[config.mk]
export PLATFORM = sky130hd
export DESIGN_NAME = mtrr_cell
export DESIGN_NICKNAME = d
export VERILOG_FILES = /design/src/rtl/assert_macros.svh /design/src/rtl/mtrr_pkg.sv /design/src/rtl/mtrr_cell.sv
export SDC_FILE = /design/constraint.sdc
export NUM_CORES = 1
export LEC_CHECK = 0
export CAP_MARGIN = 30
export CORE_MARGIN = 2
export CORE_UTILIZATION = 55
export CTS_CLUSTER_DIAMETER = 80
export CTS_CLUSTER_SIZE = 8
export DETAILED_ROUTE_END_ITERATION = 6
export DONT_BUFFER_PORTS = 1
export PLACE_DENSITY = 0.77
export SYNTH_ARGS = -nofsm -noshare
export SYNTH_HDL_FRONTEND = slang
export SYNTH_SLANG_ARGS = --single-unit
[constraint.sdc]
create_clock -name clk -period 5.95 [get_ports clk]
set_input_delay 0.2975 -clock clk [delete_from_list [all_inputs] [get_ports clk]]
set_output_delay 0.2975 -clock clk [all_outputs]
set_load 0.01 [all_outputs]
[src/rtl/assert_macros.svh]
// assertion macros for the range type resolver
`ifndef ASSERT_MACROS_SVH
`define ASSERT_MACROS_SVH
`ifndef NO_ASSERTIONS
`define ASSERT_IMPL(label, clk, rst_n, prop) \
	label: assert property (@(posedge clk) disable iff (!rst_n) prop) else $error("assertion failed");
`define ASSERT_NEVER(label, clk, rst_n, expr) \
	label: assert property (@(posedge clk) disable iff (!rst_n) !(expr)) else $error("assertion failed");
`else
`define ASSERT_IMPL(label, clk, rst_n, prop)
`define ASSERT_NEVER(label, clk, rst_n, expr)
`endif
`endif

[src/rtl/mtrr_pkg.sv]
// ----------------------------------------------------------------------------
// mtrr_pkg
// shared constants and types of the range type resolver
// ----------------------------------------------------------------------------
`timescale 1ns / 1ps
package mtrr_pkg;
	localparam int TableEntries = 128;
	localparam int AddressBits = 52;
	localparam int IdxW = $clog2(TableEntries);
	localparam int CntW = $clog2(TableEntries + 1);
	localparam int PageAddrW = 61;

	localparam logic [2:0] TYPE_UC = 3'd0;
	localparam logic [2:0] TYPE_WB = 3'd6;

	localparam logic OP_WRITE = 1'b0;
	localparam logic OP_QUERY = 1'b1;

	localparam logic [0:0] REG_ENTRIES = 1'd0;
	localparam logic [0:0] REG_DEFAULT = 1'd1;

	localparam logic [1:0] ST_OK = 2'd0;
	localparam logic [1:0] ST_BAD_INDEX = 2'd1;
	localparam logic [1:0] ST_BAD_PAGE = 2'd2;

	typedef struct packed {
		logic [AddressBits-1:0] rstart;
		logic [AddressBits-1:0] rend;
		logic [2:0] rtype;
		logic rfixed;
	} entry_t;

	// partial answer carried along the scan
	typedef struct packed {
		logic [2:0] cont;
		logic cont_done;
		logic [2:0] ovl;
		logic ovl_done;
		logic split;
	} acc_t;

	typedef struct packed {
		logic [AddressBits-1:0] ps;
		logic [AddressBits-1:0] pe;
	} page_t;
endpackage

[src/rtl/mtrr_cell.sv]
// ----------------------------------------------------------------------------
// mtrr_cell
// holds one range entry and folds it into the partial answer passing by
// ----------------------------------------------------------------------------
`timescale 1ns / 1ps
module mtrr_cell
	import mtrr_pkg::*;
(
	input  logic   clk,
	input  logic   arst_n,
	input  logic   wr_en,
	input  entry_t wr_entry,
	input  logic   active,
	input  logic   ovl_skip,
	input  page_t  page,
	input  logic   tok_in,
	input  acc_t   acc_in,
	output logic   tok_out,
	output acc_t   acc_out
);
	entry_t ent_q;
	acc_t acc_q;
	acc_t acc_fold;
	logic tok_q;
	logic hit_c, hit_o, sp;

	// entry storage
	always_ff @(posedge clk) begin
		if (wr_en) ent_q <= wr_entry;
	end

	// compare and fold
	always_comb begin
		hit_c = (page.ps >= ent_q.rstart) && (page.pe <= ent_q.rend);
		hit_o = (page.ps <= ent_q.rend) && (page.pe >= ent_q.rstart);
		sp = ((page.ps <= ent_q.rend) && (page.pe > ent_q.rend)) ||
			((page.ps < ent_q.rstart) && (page.pe >= ent_q.rstart));
		acc_fold = acc_in;
		if (active) begin
			if (!acc_in.cont_done && hit_c) begin
				acc_fold.cont = ent_q.rtype;
				acc_fold.cont_done = ent_q.rfixed || (ent_q.rtype == TYPE_UC);
			end
			if (!ovl_skip && !acc_in.ovl_done && hit_o) begin
				acc_fold.ovl = ent_q.rtype;
				acc_fold.ovl_done = (ent_q.rtype == TYPE_UC);
			end
			if (sp) acc_fold.split = 1'b1;
		end
	end

	// token moves one cell per cycle
	always_ff @(posedge clk or negedge arst_n) begin
		if (!arst_n) tok_q <= 1'b0;
		else tok_q <= tok_in;
	end

	// partial answer travels with the token
	always_ff @(posedge clk) begin
		if (tok_in) acc_q <= acc_fold;
	end

	assign tok_out = tok_q;
	assign acc_out = acc_q;
endmodule

==> results by group <==
Outcome
  – Outcome: completed

Route
  – Via count: 6723
  – Iter 0 DRT Violations: 430
  – Drt wl/cell: 21.8 um
  – DRC Markers: 0
  – Via/cell ratio: 6.05
  – Routed wire length: 24.2 mm
  – First-pass DRT Iterations: 6
  – Post-route ant nets: 0

Worst setup path
  – Worst reg2reg setup slack: 2.54 ns
  – Nature of the critical path endpoint: register
  – CP startpoint: ent_q[95]
  – Critical R2R Capture: acc_out[8]
  – R2R Path Start: ent_q[95]
  – Crit path launch type: register
  – Kind of critical path: register to register
  – Crit-path max FO: 4
  – Req. time, crit path: 6.11 ns
  – Worst EP arrival: 3.57 ns
  – Worst reg2reg path depth: 10

Floorplanning
  – Initial Util: 56.3%
  – Total die area: 16600 um^2
  – Core area: 15200 um^2
  – IO Pins: 237
  – Die height: 129 um
  – Row cnt: 45
  – Die X: 129 um

Synth
  – Netlist cell types: 48
  – Synth top area share: 41.1%
  – Synth Area in Simple Gates: 10.3%
  – Seq cells post-synth: 118
  – Ys async rst share: 0.847%
  – Prevailing post-synth register cell: edfxtp_1
  – Cells after Synth: 778
  – Post-Synth Adder-Cell Area: 30.4%
  – Number of warnings issued by yosys: 0
  – Proportion of synthesized area in mux cells: 0.790%
  – Largest family of logic cells by synthesized area: adder cells
  – Synth Area per Inst: 11.0 um^2
  – Synth Net Count: 1213
  – Register area share after synthesis: 41.4%
  – Area contributors post-synth: edfxtp_1 (41%), ha_1 (30%), a21oi_1 (4.9%), inv_1 (4.7%), nand4_1 (3.0%)
  – XOR/XNOR share of the synthesized area: 0%
  – Largest area contributor in the netlist: edfxtp_1
  – EDFF count, synth: 117
  – Post-Syn Area: 8560 um^2
  – Post-synthesis compound-gate area fraction: 12.4%

Clocking
  – CTS H-Tree Depth: 4
  – CTS clk-pin slew, worst paths: 0.05 ns
  – Skew-Pair Late Insertion Delay: 0.42 ns
  – CTS Root Cell: clkbuf_16
  – Setup Fix Bufs, Post-CTS: 0
  – Clock buffer depth: 2
  – Clock sink total: 118
  – Num CTS Buffers: 17
  – CTS tree: done

Power
  – Pwr dens: 246 nW/um^2
  – Worst VDD drop: 0.213 mV
  – Pleak: 4.73 nW

Hold path
  – Worst hold stages: 1
  – Hold Path Sink: acc_out[5]
  – Hold Path Origin: acc_in[5]
  – Hold Crit Class: primary input to register

STA
  – Setup Skew: 0.00773 ns
  – Final number of setup-violating endpoints: 0
  – Final hold violations: 0
  – Fin. max-slew vios: 0
  – Rel. slew slack: 56.6%
  – Tmin final: 3.41 ns
  – Post-route setup TNS: 0 ns
  – Max Fclk: 293 MHz
  – Final worst-path cycle share: 57.3%
  – RSZ-0062 raised after global routing: no
  – Slew @ Worst Pin: 0.645 ns

Cells and area
  – # diodes: 0
  – Area Overhead vs Synth: 23.5%
  – Share of cells above drive strength 1: 4.66%
  – Util after Layout: 69.5%
  – # nets final: 1346
  – Fillers: 1058

Global routing
  – Initial antenna violation count: 0
  – GRT overflow: 0
  – Vias in the first global route: 6940
  – Pin count of the biggest net entering global routing: 77
  – First-pass GRT wire length: 36.3 mm
  – GRT Util Overall: 29.3%

Placed design
  – PortBufs: 0
  – GP Congestion: 0.912
  – DP HPWL: 17.5 mm

Flow run
  – Max Cap Violations: 0
-- cell type report --
type	instances	area (um^2)	area share, %
multi-input combinational	552	4610	43.6
inverter	108	405	3.84
sequential	118	3540	33.5
tap	188	235	2.23
clock inverter	14	184	1.74
timing repair buffer	114	1170	11.1
clock buffer	17	425	4.02
-- critical path, cell delays in order (launching register included) --
cell	delay [ns]
edfxtp_1	0.32
inv_1	0.07
ha_1	0.34
and4_1	0.29
nand2_1	0.09
nor3_1	0.50
o21ai_1	0.26
o211ai_1	0.25
a41oi_1	0.16
a2111oi_4	0.50
mux2_1	0.37
-- flip-flops by register name, summed over array words and instances (netlist names) --
name / flops
acc_out: 9
ent_q: 108
tok_out: 1
-- layout by cell type (no fill, tap or decap), types with 7 or more instances in the layout --
master / n
dlygate4sd3_1: 112
edfxtp_1: 117
nor3_1: 9
o21ai_0: 24
ha_1: 208
nand3_1: 24
inv_1: 108
clkbuf_16: 17
a211oi_1: 9
nand2_1: 47
nand4_1: 41
nor2_1: 19
a21oi_1: 84
nor4_1: 7
a21o_1: 14
-- cells by family (layout without fill, tap and decap cells) --
logic type | count (synthesis) | after routing
compound gates | 170 | 170
flops | 118 | 118
simple gates | 168 | 168
fa+ha+maj | 208 | 208
buf+inv | 108 | 253
mux | 6 | 6
-- through the flow --
step                      std cells  power, mW  hold slack (ns)  cell area, um^2  setup slack, ns
after floorplan                 778       1.33          0.00191             8560             3.34
after global placement          966       1.42          0.00198             8790             2.70
after detailed placement        966       1.44          0.00198             8790             2.66
after CTS                      1109       2.58         0.000863            10500             2.62
after global routing           1111       2.71           0.0363            10600             2.42
final                          1111       2.60           0.0556            10600             2.54
-- worst max-delay path by stage --
stage,to,slack (ns),cells after the start
final,acc_out[8],2.54,10
after global routing,acc_out[8],2.42,10
after CTS,acc_out[8],2.62,10
after detailed placement,acc_out[8],2.66,10
after global placement,acc_out[7],2.70,10
after floorplan,acc_out[6],3.34,10
-- synth_stat cells, drive strengths merged (6+ instances only) --
cell type / instances
o21ai: 25
nor4: 9
edfxtp: 117
nor3: 9
a21o: 14
inv: 108
nor2: 20
nand3: 24
nand2: 47
mux2: 6
a21oi: 84
ha: 208
nand4: 42
a211oi: 9
-- per-layer routing --
metal / share of wire (%) / GRT usage (%) / vias to the layer above
met2: 49 / 51.4 / 351
met4: 2.6 / 9.14 / 0
li1: - / - / 3226
met3: 9.5 / 9.69 / 50
met5: 0 / 0 / -
met1: 39 / 34.2 / 3096
-- timing repair --
item / 4_1_cts / 5_1_grt
gates resized for setup: 0 / 0
hold buffers: 112 / 2
endpoints found under the hold margin: 195 / 10
-- power breakdown --
part | switching, mW | internal, mW | leakage (nW) | total, mW
logic | 0.278 | 0.233 | 3.29 | 0.511
registers | 0.0242 | 0.988 | 1.16 | 1.01
clock network | 0.379 | 0.694 | 0.284 | 1.07
Power figures use the tool's default switching activity.
